File: src/rtl/mcst_pkg.sv
// Shared types and constants of the soft timer bank.
`timescale 1ns / 1ps
package mcst_pkg;

    localparam int NUM_TIMERS_DEF  = 16;
    localparam int COUNT_WIDTH_DEF = 32;

    localparam int ID_W      = 4;
    localparam int PERIOD_W  = 32;
    localparam int RUN_W     = 31;
    localparam int DIV_W     = 8;
    localparam int CFG_IDX_W = 1;
    localparam int S_TDATA_W = 40;
    localparam int M_TDATA_W = 40;

    typedef enum logic [1:0] {
        FUNC_TICK       = 2'd0,
        FUNC_START_ONE  = 2'd1,
        FUNC_START_AUTO = 2'd2,
        FUNC_STOP       = 2'd3
    } t_func;

    typedef enum logic {
        KIND_FIRED   = 1'b0,
        KIND_SUMMARY = 1'b1
    } t_kind;

    localparam logic [CFG_IDX_W-1:0] CFG_SLOW_DIV   = 1'b0;
    localparam logic [CFG_IDX_W-1:0] CFG_SLOWER_DIV = 1'b1;

    localparam logic [DIV_W-1:0] SLOW_DIV_RST   = 8'd10;
    localparam logic [DIV_W-1:0] SLOWER_DIV_RST = 8'd50;
    localparam logic [RUN_W-1:0] RUN_WRAP       = 31'h7FFF_FFFF;

    typedef enum logic [1:0] {
        ST_IDLE,
        ST_WALK,
        ST_SUM
    } t_state;

    typedef struct packed {
        logic cmd_exec;
        logic walk_start;
        logic walk_step;
        logic sum_load;
    } t_dp_cmd;

    typedef struct packed {
        logic last_idx;
        logic fire_due;
        logic out_free;
    } t_dp_sts;

endpackage

File: src/rtl/multi_channel_soft_timer_bank.sv
// Top level of the soft timer bank: stream ports, controller and datapath.
//
//  channel   direction  payload
//  s_axis    in         tdata: func, timer_id, period, attach
//  m_axis    out        tdata: fired_id, run_time, pulse_slow, pulse_slower;
//                       tuser: kind; tlast: last
//  cfg       in         write enable, register index, 8-bit data
//
// A start or stop command is executed in the idle state. A tick passes through accept,
// one step per timer through the counter memory read port, and summary, and it holds
// while a fired or summary result finds the result register full.
// The walk holds while a fired result finds the result register full.
// Reset is synchronous; per-timer valid bits stand in for clearing the memories.
`timescale 1ns / 1ps
module multi_channel_soft_timer_bank
    import mcst_pkg::*;
#(
    parameter int NUM_TIMERS  = NUM_TIMERS_DEF,
    parameter int COUNT_WIDTH = COUNT_WIDTH_DEF
) (
    input  logic                 i_clk,
    input  logic                 i_rst_n,
    input  logic                 i_cfg_we,
    input  logic [CFG_IDX_W-1:0] i_cfg_idx,
    input  logic [DIV_W-1:0]     i_cfg_wdata,
    input  logic                 s_axis_tvalid,
    output logic                 s_axis_tready,
    input  logic [S_TDATA_W-1:0] s_axis_tdata,  // func, timer_id, period, attach, pad
    output logic                 m_axis_tvalid,
    input  logic                 m_axis_tready,
    output logic [M_TDATA_W-1:0] m_axis_tdata,  // fired_id, run_time, pulse_slow,
                                                // pulse_slower, pad
    output logic                 m_axis_tuser,  // kind
    output logic                 m_axis_tlast
);

    t_func            in_func;
    logic [ID_W-1:0]  in_id;
    logic [PERIOD_W-1:0] in_period;
    logic             in_attach;
    t_dp_cmd          dp_cmd;
    t_dp_sts          dp_sts;
    t_kind            out_kind;
    logic [ID_W-1:0]  out_id;
    logic [RUN_W-1:0] out_run;
    logic             out_ps, out_pss;

    assign in_func   = t_func'(s_axis_tdata[1:0]);
    assign in_id     = s_axis_tdata[5:2];
    assign in_period = s_axis_tdata[37:6];
    assign in_attach = s_axis_tdata[38];

    mcst_ctrl u_ctrl (
        .i_clk      (i_clk),
        .i_rst_n    (i_rst_n),
        .i_in_valid (s_axis_tvalid),
        .i_func     (in_func),
        .i_sts      (dp_sts),
        .o_in_ready (s_axis_tready),
        .o_cmd      (dp_cmd)
    );

    mcst_dp #(
        .NUM_TIMERS  (NUM_TIMERS),
        .COUNT_WIDTH (COUNT_WIDTH)
    ) u_dp (
        .i_clk       (i_clk),
        .i_rst_n     (i_rst_n),
        .i_cfg_we    (i_cfg_we),
        .i_cfg_idx   (i_cfg_idx),
        .i_cfg_wdata (i_cfg_wdata),
        .i_func      (in_func),
        .i_timer_id  (in_id),
        .i_period    (in_period),
        .i_attach    (in_attach),
        .i_cmd       (dp_cmd),
        .o_sts       (dp_sts),
        .i_out_ready (m_axis_tready),
        .o_out_valid (m_axis_tvalid),
        .o_out_kind  (out_kind),
        .o_out_id    (out_id),
        .o_out_run   (out_run),
        .o_out_ps    (out_ps),
        .o_out_pss   (out_pss),
        .o_out_last  (m_axis_tlast)
    );

    assign m_axis_tuser = out_kind;
    assign m_axis_tdata = {3'b000, out_pss, out_ps, out_run, out_id};

endmodule

File: src/rtl/mcst_ctrl.sv
// Controller state machine of the soft timer bank.
`timescale 1ns / 1ps
module mcst_ctrl
    import mcst_pkg::*;
(
    input  logic    i_clk,
    input  logic    i_rst_n,
    input  logic    i_in_valid,
    input  t_func   i_func,
    input  t_dp_sts i_sts,
    output logic    o_in_ready,
    output t_dp_cmd o_cmd
);

    t_state r_state;
    t_state n_state;
    logic   step_ok;

    assign step_ok = !(i_sts.fire_due && !i_sts.out_free);

    always_ff @(posedge i_clk) begin
        if (!i_rst_n) begin
            r_state <= ST_IDLE;
        end else begin
            r_state <= n_state;
        end
    end

    always_comb begin
        n_state = r_state;
        case (r_state)
            ST_IDLE: begin
                if (i_in_valid && (i_func == FUNC_TICK)) begin
                    n_state = ST_WALK;
                end
            end
            ST_WALK: begin
                if (step_ok && i_sts.last_idx) begin
                    n_state = ST_SUM;
                end
            end
            ST_SUM: begin
                if (i_sts.out_free) begin
                    n_state = ST_IDLE;
                end
            end
            default: n_state = ST_IDLE;
        endcase
    end

    always_comb begin
        o_in_ready = 1'b0;
        o_cmd      = '0;
        case (r_state)
            ST_IDLE: begin
                o_in_ready       = 1'b1;
                o_cmd.walk_start = i_in_valid && (i_func == FUNC_TICK);
                o_cmd.cmd_exec   = i_in_valid && (i_func != FUNC_TICK);
            end
            ST_WALK: begin
                o_cmd.walk_step = step_ok;
            end
            ST_SUM: begin
                o_cmd.sum_load = i_sts.out_free;
            end
            default: begin
                o_in_ready = 1'b0;
            end
        endcase
    end

endmodule

File: src/rtl/mcst_dp.sv
// Datapath of the soft timer bank: counter memories, flags, tick state, result register.
`timescale 1ns / 1ps
module mcst_dp
    import mcst_pkg::*;
#(
    parameter int NUM_TIMERS  = NUM_TIMERS_DEF,
    parameter int COUNT_WIDTH = COUNT_WIDTH_DEF
) (
    input  logic                 i_clk,
    input  logic                 i_rst_n,
    input  logic                 i_cfg_we,
    input  logic [CFG_IDX_W-1:0] i_cfg_idx,
    input  logic [DIV_W-1:0]     i_cfg_wdata,
    input  t_func                i_func,
    input  logic [ID_W-1:0]      i_timer_id,
    input  logic [PERIOD_W-1:0]  i_period,
    input  logic                 i_attach,
    input  t_dp_cmd              i_cmd,
    output t_dp_sts              o_sts,
    input  logic                 i_out_ready,
    output logic                 o_out_valid,
    output t_kind                o_out_kind,
    output logic [ID_W-1:0]      o_out_id,
    output logic [RUN_W-1:0]     o_out_run,
    output logic                 o_out_ps,
    output logic                 o_out_pss,
    output logic                 o_out_last
);

    localparam int IDX_W  = (NUM_TIMERS > 1) ? $clog2(NUM_TIMERS) : 1;
    localparam int IDX_XW = (IDX_W > ID_W) ? IDX_W : ID_W;
    localparam int CMP_W  = ID_W + 3;

    logic [COUNT_WIDTH-1:0] r_mem_rem [NUM_TIMERS];
    logic [COUNT_WIDTH-1:0] r_mem_rel [NUM_TIMERS];
    logic [COUNT_WIDTH-1:0] r_rd_rem;
    logic [COUNT_WIDTH-1:0] r_rd_rel;

    logic [NUM_TIMERS-1:0] r_valid, n_valid;
    logic [NUM_TIMERS-1:0] r_expired, n_expired;
    logic [NUM_TIMERS-1:0] r_auto, n_auto;
    logic [NUM_TIMERS-1:0] r_armed, n_armed;
    logic [IDX_W-1:0]      r_idx, n_idx;

    logic [DIV_W-1:0] r_slow_div, r_slower_div;
    logic [DIV_W-1:0] r_slow_phase, r_slower_phase;
    logic [RUN_W-1:0] r_tick;

    logic             r_out_valid;
    t_kind            r_out_kind;
    logic [ID_W-1:0]  r_out_id;
    logic [RUN_W-1:0] r_out_run;
    logic             r_out_ps, r_out_pss, r_out_last;

    logic [IDX_XW-1:0]      id_ext, idx_ext;
    logic [IDX_W-1:0]       cmd_idx;
    logic                   id_ok, start_ok, stop_ok;
    logic [COUNT_WIDTH-1:0] cur_rem, cur_rel, dec_rem, walk_rem;
    logic                   cur_nz, hit, new_exp, fire, last_idx;
    logic                   rd_en, wr_en;
    logic [IDX_W-1:0]       rd_addr, wr_addr;
    logic [COUNT_WIDTH-1:0] wr_data;
    logic                   out_free;
    logic [RUN_W-1:0]       tick_inc, n_tick;
    logic [DIV_W-1:0]       slow_inc, slower_inc;
    logic                   ps, pss;

    // Command decode
    assign id_ext   = IDX_XW'(i_timer_id);
    assign cmd_idx  = id_ext[IDX_W-1:0];
    assign id_ok    = CMP_W'(i_timer_id) < CMP_W'(NUM_TIMERS);
    assign start_ok = i_cmd.cmd_exec && id_ok
                      && ((i_func == FUNC_START_ONE) || (i_func == FUNC_START_AUTO));
    assign stop_ok  = i_cmd.cmd_exec && id_ok && (i_func == FUNC_STOP);

    // Walk step on the timer at r_idx
    assign last_idx = (r_idx == IDX_W'(NUM_TIMERS - 1));
    assign cur_rem  = r_valid[r_idx] ? r_rd_rem : '0;
    assign cur_rel  = r_valid[r_idx] ? r_rd_rel : '0;
    assign cur_nz   = |cur_rem;
    assign dec_rem  = cur_rem - COUNT_WIDTH'(1);
    assign hit      = cur_nz && (dec_rem == '0);
    assign walk_rem = (hit && r_auto[r_idx]) ? cur_rel : dec_rem;
    assign new_exp  = r_expired[r_idx] || hit;
    assign fire     = new_exp && r_armed[r_idx];
    assign idx_ext  = IDX_XW'(r_idx);

    assign out_free = !r_out_valid || i_out_ready;

    assign o_sts.last_idx = last_idx;
    assign o_sts.fire_due = fire;
    assign o_sts.out_free = out_free;

    // Memory ports
    assign rd_en   = i_cmd.walk_start || (i_cmd.walk_step && !last_idx);
    assign rd_addr = i_cmd.walk_start ? '0 : r_idx + IDX_W'(1);
    assign wr_en   = start_ok || (i_cmd.walk_step && cur_nz);
    assign wr_addr = i_cmd.cmd_exec ? cmd_idx : r_idx;
    assign wr_data = i_cmd.cmd_exec ? i_period[COUNT_WIDTH-1:0] : walk_rem;

    always_ff @(posedge i_clk) begin
        if (wr_en) begin
            r_mem_rem[wr_addr] <= wr_data;
        end
        if (start_ok) begin
            r_mem_rel[cmd_idx] <= i_period[COUNT_WIDTH-1:0];
        end
        if (rd_en) begin
            r_rd_rem <= r_mem_rem[rd_addr];
            r_rd_rel <= r_mem_rel[rd_addr];
        end
    end

    // Per-timer flags and walk index
    always_comb begin
        n_valid   = r_valid;
        n_expired = r_expired;
        n_auto    = r_auto;
        n_armed   = r_armed;
        n_idx     = r_idx;
        if (start_ok) begin
            n_valid[cmd_idx]   = 1'b1;
            n_expired[cmd_idx] = 1'b0;
            n_auto[cmd_idx]    = (i_func == FUNC_START_AUTO);
            n_armed[cmd_idx]   = i_attach;
        end
        if (stop_ok) begin
            n_armed[cmd_idx] = 1'b0;
        end
        if (i_cmd.walk_start) begin
            n_idx = '0;
        end
        if (i_cmd.walk_step) begin
            n_expired[r_idx] = new_exp && !fire;
            if (fire && !r_auto[r_idx]) begin
                n_armed[r_idx] = 1'b0;
            end
            if (!last_idx) begin
                n_idx = r_idx + IDX_W'(1);
            end
        end
    end

    // Run-time counter and divided pulses
    assign tick_inc   = r_tick + RUN_W'(1);
    assign n_tick     = (tick_inc == RUN_WRAP) ? '0 : tick_inc;
    assign slow_inc   = r_slow_phase + DIV_W'(1);
    assign slower_inc = r_slower_phase + DIV_W'(1);
    assign ps         = slow_inc >= r_slow_div;
    assign pss        = slower_inc >= r_slower_div;

    always_ff @(posedge i_clk) begin
        if (!i_rst_n) begin
            r_valid        <= '0;
            r_expired      <= '0;
            r_auto         <= '0;
            r_armed        <= '0;
            r_idx          <= '0;
            r_tick         <= '0;
            r_slow_phase   <= '0;
            r_slower_phase <= '0;
            r_slow_div     <= SLOW_DIV_RST;
            r_slower_div   <= SLOWER_DIV_RST;
            r_out_valid    <= 1'b0;
        end else begin
            r_valid   <= n_valid;
            r_expired <= n_expired;
            r_auto    <= n_auto;
            r_armed   <= n_armed;
            r_idx     <= n_idx;
            if (i_cfg_we) begin
                case (i_cfg_idx)
                    CFG_SLOW_DIV:   r_slow_div   <= i_cfg_wdata;
                    CFG_SLOWER_DIV: r_slower_div <= i_cfg_wdata;
                    default: ;
                endcase
            end
            if (i_cmd.sum_load) begin
                r_tick         <= n_tick;
                r_slow_phase   <= ps ? '0 : slow_inc;
                r_slower_phase <= pss ? '0 : slower_inc;
            end
            if ((i_cmd.walk_step && fire) || i_cmd.sum_load) begin
                r_out_valid <= 1'b1;
            end else if (i_out_ready) begin
                r_out_valid <= 1'b0;
            end
        end
    end

    // Result payload
    always_ff @(posedge i_clk) begin
        if (i_cmd.walk_step && fire) begin
            r_out_kind <= KIND_FIRED;
            r_out_id   <= idx_ext[ID_W-1:0];
            r_out_run  <= '0;
            r_out_ps   <= 1'b0;
            r_out_pss  <= 1'b0;
            r_out_last <= 1'b0;
        end else if (i_cmd.sum_load) begin
            r_out_kind <= KIND_SUMMARY;
            r_out_id   <= '0;
            r_out_run  <= n_tick;
            r_out_ps   <= ps;
            r_out_pss  <= pss;
            r_out_last <= 1'b1;
        end
    end

    assign o_out_valid = r_out_valid;
    assign o_out_kind  = r_out_kind;
    assign o_out_id    = r_out_id;
    assign o_out_run   = r_out_run;
    assign o_out_ps    = r_out_ps;
    assign o_out_pss   = r_out_pss;
    assign o_out_last  = r_out_last;

endmodule

File: config.mk
export PLATFORM = sky130hd
export DESIGN_NAME = multi_channel_soft_timer_bank
export DESIGN_NICKNAME = d
export VERILOG_FILES = /design/src/rtl/mcst_pkg.sv /design/src/rtl/multi_channel_soft_timer_bank.sv /design/src/rtl/mcst_ctrl.sv /design/src/rtl/mcst_dp.sv
export SDC_FILE = /design/constraint.sdc
export NUM_CORES = 2
export LEC_CHECK = 0
export BUFFER_PORTS_ARGS = -buffer_cell sky130_fd_sc_hd__buf_2
export CAP_MARGIN = 20
export CORE_MARGIN = 4
export CORE_UTILIZATION = 41
export DETAILED_ROUTE_END_ITERATION = 7
export GPL_TIMING_DRIVEN = 0
export PLACE_DENSITY = 0.62
export SLEW_MARGIN = 20
export SYNTH_ARGS = -nofsm -noshare
export SYNTH_HDL_FRONTEND = slang
export SYNTH_SLANG_ARGS = --single-unit
File: constraint.sdc
create_clock -name i_clk -period 15.25 [get_ports i_clk]
set_clock_uncertainty 0.15 [all_clocks]
set_input_delay 0 -clock i_clk [delete_from_list [all_inputs] [get_ports i_clk]]
set_output_delay 0 -clock i_clk [all_outputs]
set_load 0.01 [all_outputs]
* Word level (Yosys, flattened, before mapping) *
Memory sizes are Yosys's and may differ from the RTL's. A register that Yosys moved wholly into a read port is not among the register bits.
Index checks and enable logic that the tools add are counted.

operators by class
  $add $sub $neg = 5
  magnitude comparators = 6
  equal/unequal tests = 10
  muxes and demuxes = 49
  bitwise gates (word level) = 7
  reduce and logical (&&, ||, !) cells = 38

operators with widths
  operator                                              count
  2-to-1 mux 32 bit                                     4
  2-to-1 mux 16 bit                                     6
  AND 16 bit                                            3
  bitwise mux 16 bit                                    3
  logical NOT 32 bit                                    1
  NOT 16 bit                                            2
  OR reduction 32 bit                                   1
  subtractor 32 x 1 -> 32 bit (second input constant)   1
  adder 31 x 1 -> 31 bit (second input constant)        1
  == test 31 bit (second input constant)                1
  2-to-1 mux 31 bit                                     1
  2-to-1 mux 4 bit                                      7
  adder 8 x 1 -> 8 bit (second input constant)          2
  binary-select mux 1 bit (select 4 bit)                4
  >= comparator 8 bit                                   2
  logical AND 1 bit                                     16
  2-to-1 mux 8 bit                                      2
  bitwise OR 16 bit                                     1
  2-to-1 mux 1 bit                                      15
  < comparator 4 x 5 -> 1 bit (second input constant)   2
  demux 1 bit (select 4 bit)                            2
  >= comparator 4 x 1 -> 1 bit (second input constant)  2
  2-to-1 mux 2 bit                                      4
  == test 2 bit (second input constant)                 3
  other kinds (12)                                      29

storage, ports and cells
  register bits after elaboration = 172
  memory bits (writable) = 1,024
  bits of input ports = 54
  word-level logic and storage cells = 134
  memories = 2

memory list
  name            words  width  rd ports  clocked after memory_dff  write ports  line           text
  u_dp.r_mem_rel  16     32     1         1                         1            mcst_dp.sv:35  logic [COUNT_WIDTH-1:0] r_mem_rel [NUM_TIMERS];
  u_dp.r_mem_rem  16     32     1         1                         1            mcst_dp.sv:34  logic [COUNT_WIDTH-1:0] r_mem_rem [NUM_TIMERS];

* Longest topological paths before layout *
  word-level depth = 15
  depth in mapped cells = 20

* Cells and area by module *
Synthesis repeated with hierarchy kept, for this count alone.

unflattened totals
  cell total of the unflattened synthesis = 3,731
  area, all modules = 52,510.4 µm²

modules (own cells, without submodules)
  module                         instances  cells each  area an instance (µm²)  seq. area each (µm²)
  mcst_dp                        1          3,706       52,330.2                36,114.6
  mcst_ctrl                      1          19          138.9                   40.0
  multi_channel_soft_timer_bank  1          6           41.3                    0.0

* Worst setup path after synthesis *
OpenSTA, ideal clock, no wires.

  path type = register to register
  start point = register u_dp.r_idx[2], in the netlist u_dp.idx_ext[2]
  end point = register u_dp.r_rd_rel[0] (read register of u_dp.r_mem_rel), enable pin
  setup time = 693 ps
  arrival = 4,969 ps
  data required time = 14,407 ps
  slack = 9,439 ps
  stages on the path, launching flop included = 19
  clock period less this slack = 5,811 ps
  path through = dfxtp_1 buf_2 mux2i_1 a22oi_1 nand3_1 nand2_1 clkbuf_1 buf_1 nand2_1 ha_1 or4b_2 nor4b_1 nand4b_1 a211oi_1 nand4_1 nor4_4 a211o_2 nand2b_1 nand2_1

on the way
  longest elaborated chain between the ends = 13
  elaborated cells on any way between the ends = 22
  classes of those cells = 2 x add/sub; 1 x eq/ne; 9 x mux; 10 x reduce/logical

ends and longest elaborated chain
  item                                    line             text
  start, declared                         mcst_dp.sv:43    logic [IDX_W-1:0] r_idx, n_idx;
  start signal, assigned                  mcst_dp.sv:170   r_idx <= n_idx;
  binary-select mux 1 bit (select 4 bit)  mcst_dp.sv:78    assign cur_rem = r_valid[r_idx] ? r_rd_rem : '0;
  2-to-1 mux 1 bit (implied by the code)  mcst_dp.sv:78
  2-to-1 mux 32 bit                       mcst_dp.sv:78
  subtractor 32 x 1 -> 32 bit             mcst_dp.sv:81    assign dec_rem = cur_rem - COUNT_WIDTH'(1);
  logical NOT 32 bit                      mcst_dp.sv:82    assign hit = cur_nz && (dec_rem == '0);
  logical AND 1 bit                       mcst_dp.sv:82
  logical OR 1 bit                        mcst_dp.sv:84    assign new_exp = r_expired[r_idx] || hit;
  logical AND 1 bit                       mcst_dp.sv:85    assign fire = new_exp && r_armed[r_idx];
  logical AND 1 bit                       mcst_ctrl.sv:19  assign step_ok = !(i_sts.fire_due && !i_sts.out_free);
  logical NOT 1 bit                       mcst_ctrl.sv:19
  2-to-1 mux 1 bit                        mcst_ctrl.sv:54  case (r_state)
  logical AND 1 bit *                     mcst_dp.sv:95    assign rd_en = i_cmd.walk_start || (i_cmd.walk_step && !last_idx);
  logical OR 1 bit *                      mcst_dp.sv:95
  named net u_dp.rd_en                    mcst_dp.sv:60    logic rd_en, wr_en;
  end, declared                           mcst_dp.sv:37    logic [COUNT_WIDTH-1:0] r_rd_rel;

Mark *: on every way through the listed nets, which the timed path passes. The rest lies on a longest branch. The select of a mux whose other input is x is not followed.
A chain may end at the register's enable or synchronous reset.

* Worst setup path after layout *
  start point = register u_dp.r_idx[1], in the netlist u_dp.idx_ext[1]
  end point = memory u_dp.r_mem_rem[12][21] in the netlist's numbering, data pin

on the way
  longest elaborated chain between the ends = 9
  elaborated cells on any way between the ends = 13
  classes of those cells = 1 x add/sub; 8 x mux; 4 x reduce/logical

ends and longest elaborated chain
  item                                    line                          text
  binary-select mux 1 bit (select 4 bit)  mcst_dp.sv:78, mcst_dp.sv:79
  2-to-1 mux 1 bit (implied by the code)  mcst_dp.sv:78, mcst_dp.sv:79
  2-to-1 mux 32 bit                       mcst_dp.sv:78
  subtractor 32 x 1 -> 32 bit             mcst_dp.sv:81
  logical NOT 32 bit                      mcst_dp.sv:82
  logical AND 1 bit                       mcst_dp.sv:82
  logical AND 1 bit                       mcst_dp.sv:83                 assign walk_rem = (hit && r_auto[r_idx]) ? cur_rel : dec_rem;
  2-to-1 mux 32 bit *                     mcst_dp.sv:83
  2-to-1 mux 32 bit *                     mcst_dp.sv:99                 assign wr_data = i_cmd.cmd_exec ? i_period[COUNT_WIDTH-1:0] : walk_rem;
  named net u_dp.wr_data[21]              mcst_dp.sv:62                 logic [COUNT_WIDTH-1:0] wr_data;
  end, declared                           mcst_dp.sv:34

Marks and branches as above.

==> impl_metrics.py <==
metrics = {
    "status": {
        "status": "finished, final reports clean",
    },
    "critical_path": {
        "endpoint_kind": "register",
        "crit_chain": "clkbuf_1 > nand3_1 > nand2_1 > clkbuf_1 > buf_1 > nand2_1 > ha_1 > nand4_1 > clkbuf_1 > xor2_1 > o41ai_1 > a311oi_1 > and3_1 > and3_2 > buf_2 > buf_2 > a21oi_1 > nor2_2",
        "worstPathMaxFanout": 16,
        "max_stage_delay_ps": 740,
        "cp_slowest_cell": "a311oi_1",
        "required_ps": 15510,
        "arrival_ps": 7810,
        "worstSetupStartpointType": "register",
        "crit_type": "register to register",
        "crit_top_cell": "clkbuf_1",
    },
    "pwr": {
        "leakage_nw": 19.8,
        "vdd_drop_max_mv": 0.0895,
        "p_per_area_nw_per_um2": 124,
    },
    "clock_tree": {
        "clk_pin_slew_worst_paths_ps": 60,
        "cts.sinks": 1260,
        "cts_tree": "done",
        "clockBufferDepth": 3,
        "root_buffer": "clkbuf_16",
        "numCtsBuffers": 132,
        "ctsResizeCount": 0,
        "postCtsHoldBufs": 77,
        "worstSkewPairLatency_ps": 760,
        "cts_max_level": 4,
        "cts_setup_buffers": 0,
    },
    "drt": {
        "wirelength_um": 157000,
        "first_pass_iters": 6,
        "wl_per_cell_um": 25.0,
        "drtIter0Drc": 4039,
        "via_count": 36365,
        "drc": 0,
        "viasPerCell": 5.79,
        "detail-route-antenna-nets": 0,
    },
    "global_route": {
        "grt_pass1_vias": 35437,
        "grt_max_degree": 34,
        "grt_first_pass_wirelength_um": 232000,
        "grtUsageTotal": 0.229,
        "antenna_found_initial": 7,
        "grt_overflow": 0,
    },
    "synthesis": {
        "synth_area_leader_cell": "edfxtp_1",
        "synth-seq-area-share": 0.685,
        "synth-xor-area-share": 0.00896,
        "synth_top_family_by_area": "compound AO/OA/AOI/OAI gates",
        "synth_fa_ha_area_frac": 0.00711,
        "synthFlopType": "edfxtp_1",
        "ys_ff_latch": 1260,
        "synth_edf_count": 1092,
        "synth-simple-area-share": 0.122,
        "ys_top_cells_by_area": "edfxtp_1 (62%), dfxtp_1 (6.4%), a211oi_1 (4.7%), nand2_1 (4.7%), nor2b_1 (3.2%)",
        "ys.warnings.count": 0,
        "syn-cell-area_um2": 52800,
        "post_synth_num_cell_types": 78,
        "syn_avg_cell_area_um2": 12.7,
        "synth_top_area_frac": 0.621,
        "synth.area.mux_share": 0.0145,
        "synth_compound_area_frac": 0.137,
        "async_flop_share": 0,
        "synthCells": 4163,
    },
    "place": {
        "hpwl_um": 109000,
        "place_congestion": 0.917,
        "port_buffers": 90,
        "dp_cells": 5961,
    },
    "floorplan": {
        "rows": 131,
        "die_h_um": 367,
        "die_area_um2": 135000,
        "die_w_um": 367,
        "core_area_um2": 128000,
        "io_pins": 98,
        "start_util": 0.414,
    },
    "sta": {
        "finalCritPeriodShare": 0.495,
        "timing.final.max_slew_violations": 0,
        "setup_viol": 0,
        "fin_crit_ps": 7560,
        "finalHoldViolCount": 0,
        "worst_pin_slew_ps": 1040,
        "rsz0062_at_grt": "no",
        "slew_headroom": 0.304,
        "finalSetupTns_ps": 0,
        "max_freq_mhz": 132,
        "fin_hold_ws_ps": 66.5,
    },
    "final_layout": {
        "final_layout_size_suffix_gt1_frac": 0.102,
        "final_cell_mix": "edfxtp_1 (1092), nand2_1 (657), a211oi_1 (332)",
        "layout.nets": 4594,
        "fin_cells": 6281,
        "layout_commonest_cell": "edfxtp_1",
        "syn_to_final_growth_pct": 16.7,
        "fillers": 11094,
    },
    "run": {
        "maxCapViolations": 0,
    },
    "worst_hold_path": {
        "hold_path_class": "primary input to register",
    },
}
==> Yosys cell counts, types with 4 or more instances <==
cell type	number
mux4_2	15
nand4b_1	5
buf_4	6
xor2_1	24
xnor2_1	30
or2_2	10
edfxtp_1	1092
nor2_1	189
nand2b_1	23
o21ai_0	67
and3_1	13
and4_1	7
a41oi_1	4
inv_1	39
o211ai_1	20
a22oi_1	13
nor3_1	32
ha_1	30
buf_1	22
o31a_1	4
a211oi_1	333
o32a_1	4
dfxtp_1	168
a31oi_1	150
nand4_1	11
mux2i_1	38
o2bb2ai_1	12
nand3_1	56
o41ai_1	4
o21a_1	8
nand3b_1	9
a311oi_1	135
nand2_1	658
mux2_2	4
a21oi_1	222
clkbuf_1	262
nor2b_1	272
a22o_1	20
and2_1	19
or4_1	5
buf_2	18
nor4_1	18
or3_1	18
a21o_1	22
==> layout make-up <==
class                   instances  area, um2  area share
diodes                          2       5.00   0.0000812
plain buffers                 312       1280      0.0207
clock buffers                 166       3600      0.0584
clock inverters                75        800      0.0130
inverters                      40        150     0.00244
multi-input cells            2553      15500       0.252
flip-flops and latches       1260      36200       0.587
well taps                    1662       2080      0.0337
repair buffers                211       2020      0.0328
==> worst paths after layout <==
kind,startpoint,endpoint,slack (ps),depth (start not counted)
worst min-delay path,s_axis_tdata[25],u_dp.r_mem_rel[11][19]$_DFFE_PP_,70,2
worst min register to register,u_dp.r_auto[1]$_SDFFE_PN0P_,u_dp.r_auto[1]$_SDFFE_PN0P_,300,2
worst max register to register,u_dp.idx_ext[1]$_SDFF_PN0_,u_dp.r_mem_rem[12][21]$_DFFE_PP_,7690,18
worst max-delay path,u_dp.idx_ext[1]$_SDFF_PN0_,u_dp.r_mem_rem[12][21]$_DFFE_PP_,7690,18
==> cell families (layout without fill, tap and decap cells) <==
family / count (synthesis) / in the layout
other: 1 / 5
buffers and inverters: 352 / 804
xor gates and xnor gates: 54 / 54
and+or+nand+nor: 1362 / 1362
muxes: 57 / 57
AOI/OAI and AO/OA: 1047 / 1047
DFF: 1260 / 1260
adders and majority gates: 30 / 30
==> sequential cells by signal, summed over array words and instances, names as in the netlist, 8 cells and up <==
signal               cells
u_dp.r_mem_rel         512
u_dp.r_mem_rem         512
u_dp.r_rd_rel           32
u_dp.r_rd_rem           32
u_dp.o_out_run          31
u_dp.r_tick             31
u_dp.r_armed            16
u_dp.r_auto             16
u_dp.r_expired          16
u_dp.r_valid            16
u_dp.r_slow_div          8
u_dp.r_slow_phase        8
u_dp.r_slower_div        8
u_dp.r_slower_phase      8
==> worst max-delay path, delay by kind of cell, from the launching register on <==
kind / cells / cell delay [ps]
buffers and inverters: 6 / 2570
adder cells (fa/ha/maj): 1 / 290
AO/OA/AOI/OAI: 3 / 970
flip-flops: 1 / 380
XOR/XNOR: 1 / 250
AND/OR/NAND/NOR: 7 / 2570
==> metal layers <==
metal / GRT usage / vias up / wire length (um)
li1: - / 16493 / -
met4: 0.0770 / 0 / 4630
met2: 0.367 / 1501 / 73200
met3: 0.0411 / 253 / 12100
met1: 0.316 / 18118 / 66800
met5: 0 / - / 0
==> report_power, final <==
| part | total [mW] | switching, mW | internal [mW] |
|---|---|---|---|
| Clock | 3.27 | 1.35 | 1.92 |
| Sequential | 3.84 | 0.0215 | 3.82 |
| Combinational | 0.562 | 0.414 | 0.148 |
==> per-stage QoR <==
step                worst slack (ps)  utilization  instance area [um2]  power (mW)
finish                          7690        0.483                61600        7.67
global route                    7340        0.483                61600        7.91
CTS                             7600        0.483                61600        7.71
detailed placement              7650        0.442                56400        4.45
global placement                6300        0.433                55400        4.43
floorplan                       9440            -                52800        4.19
No activity file was read; power rests on OpenSTA's default activity.
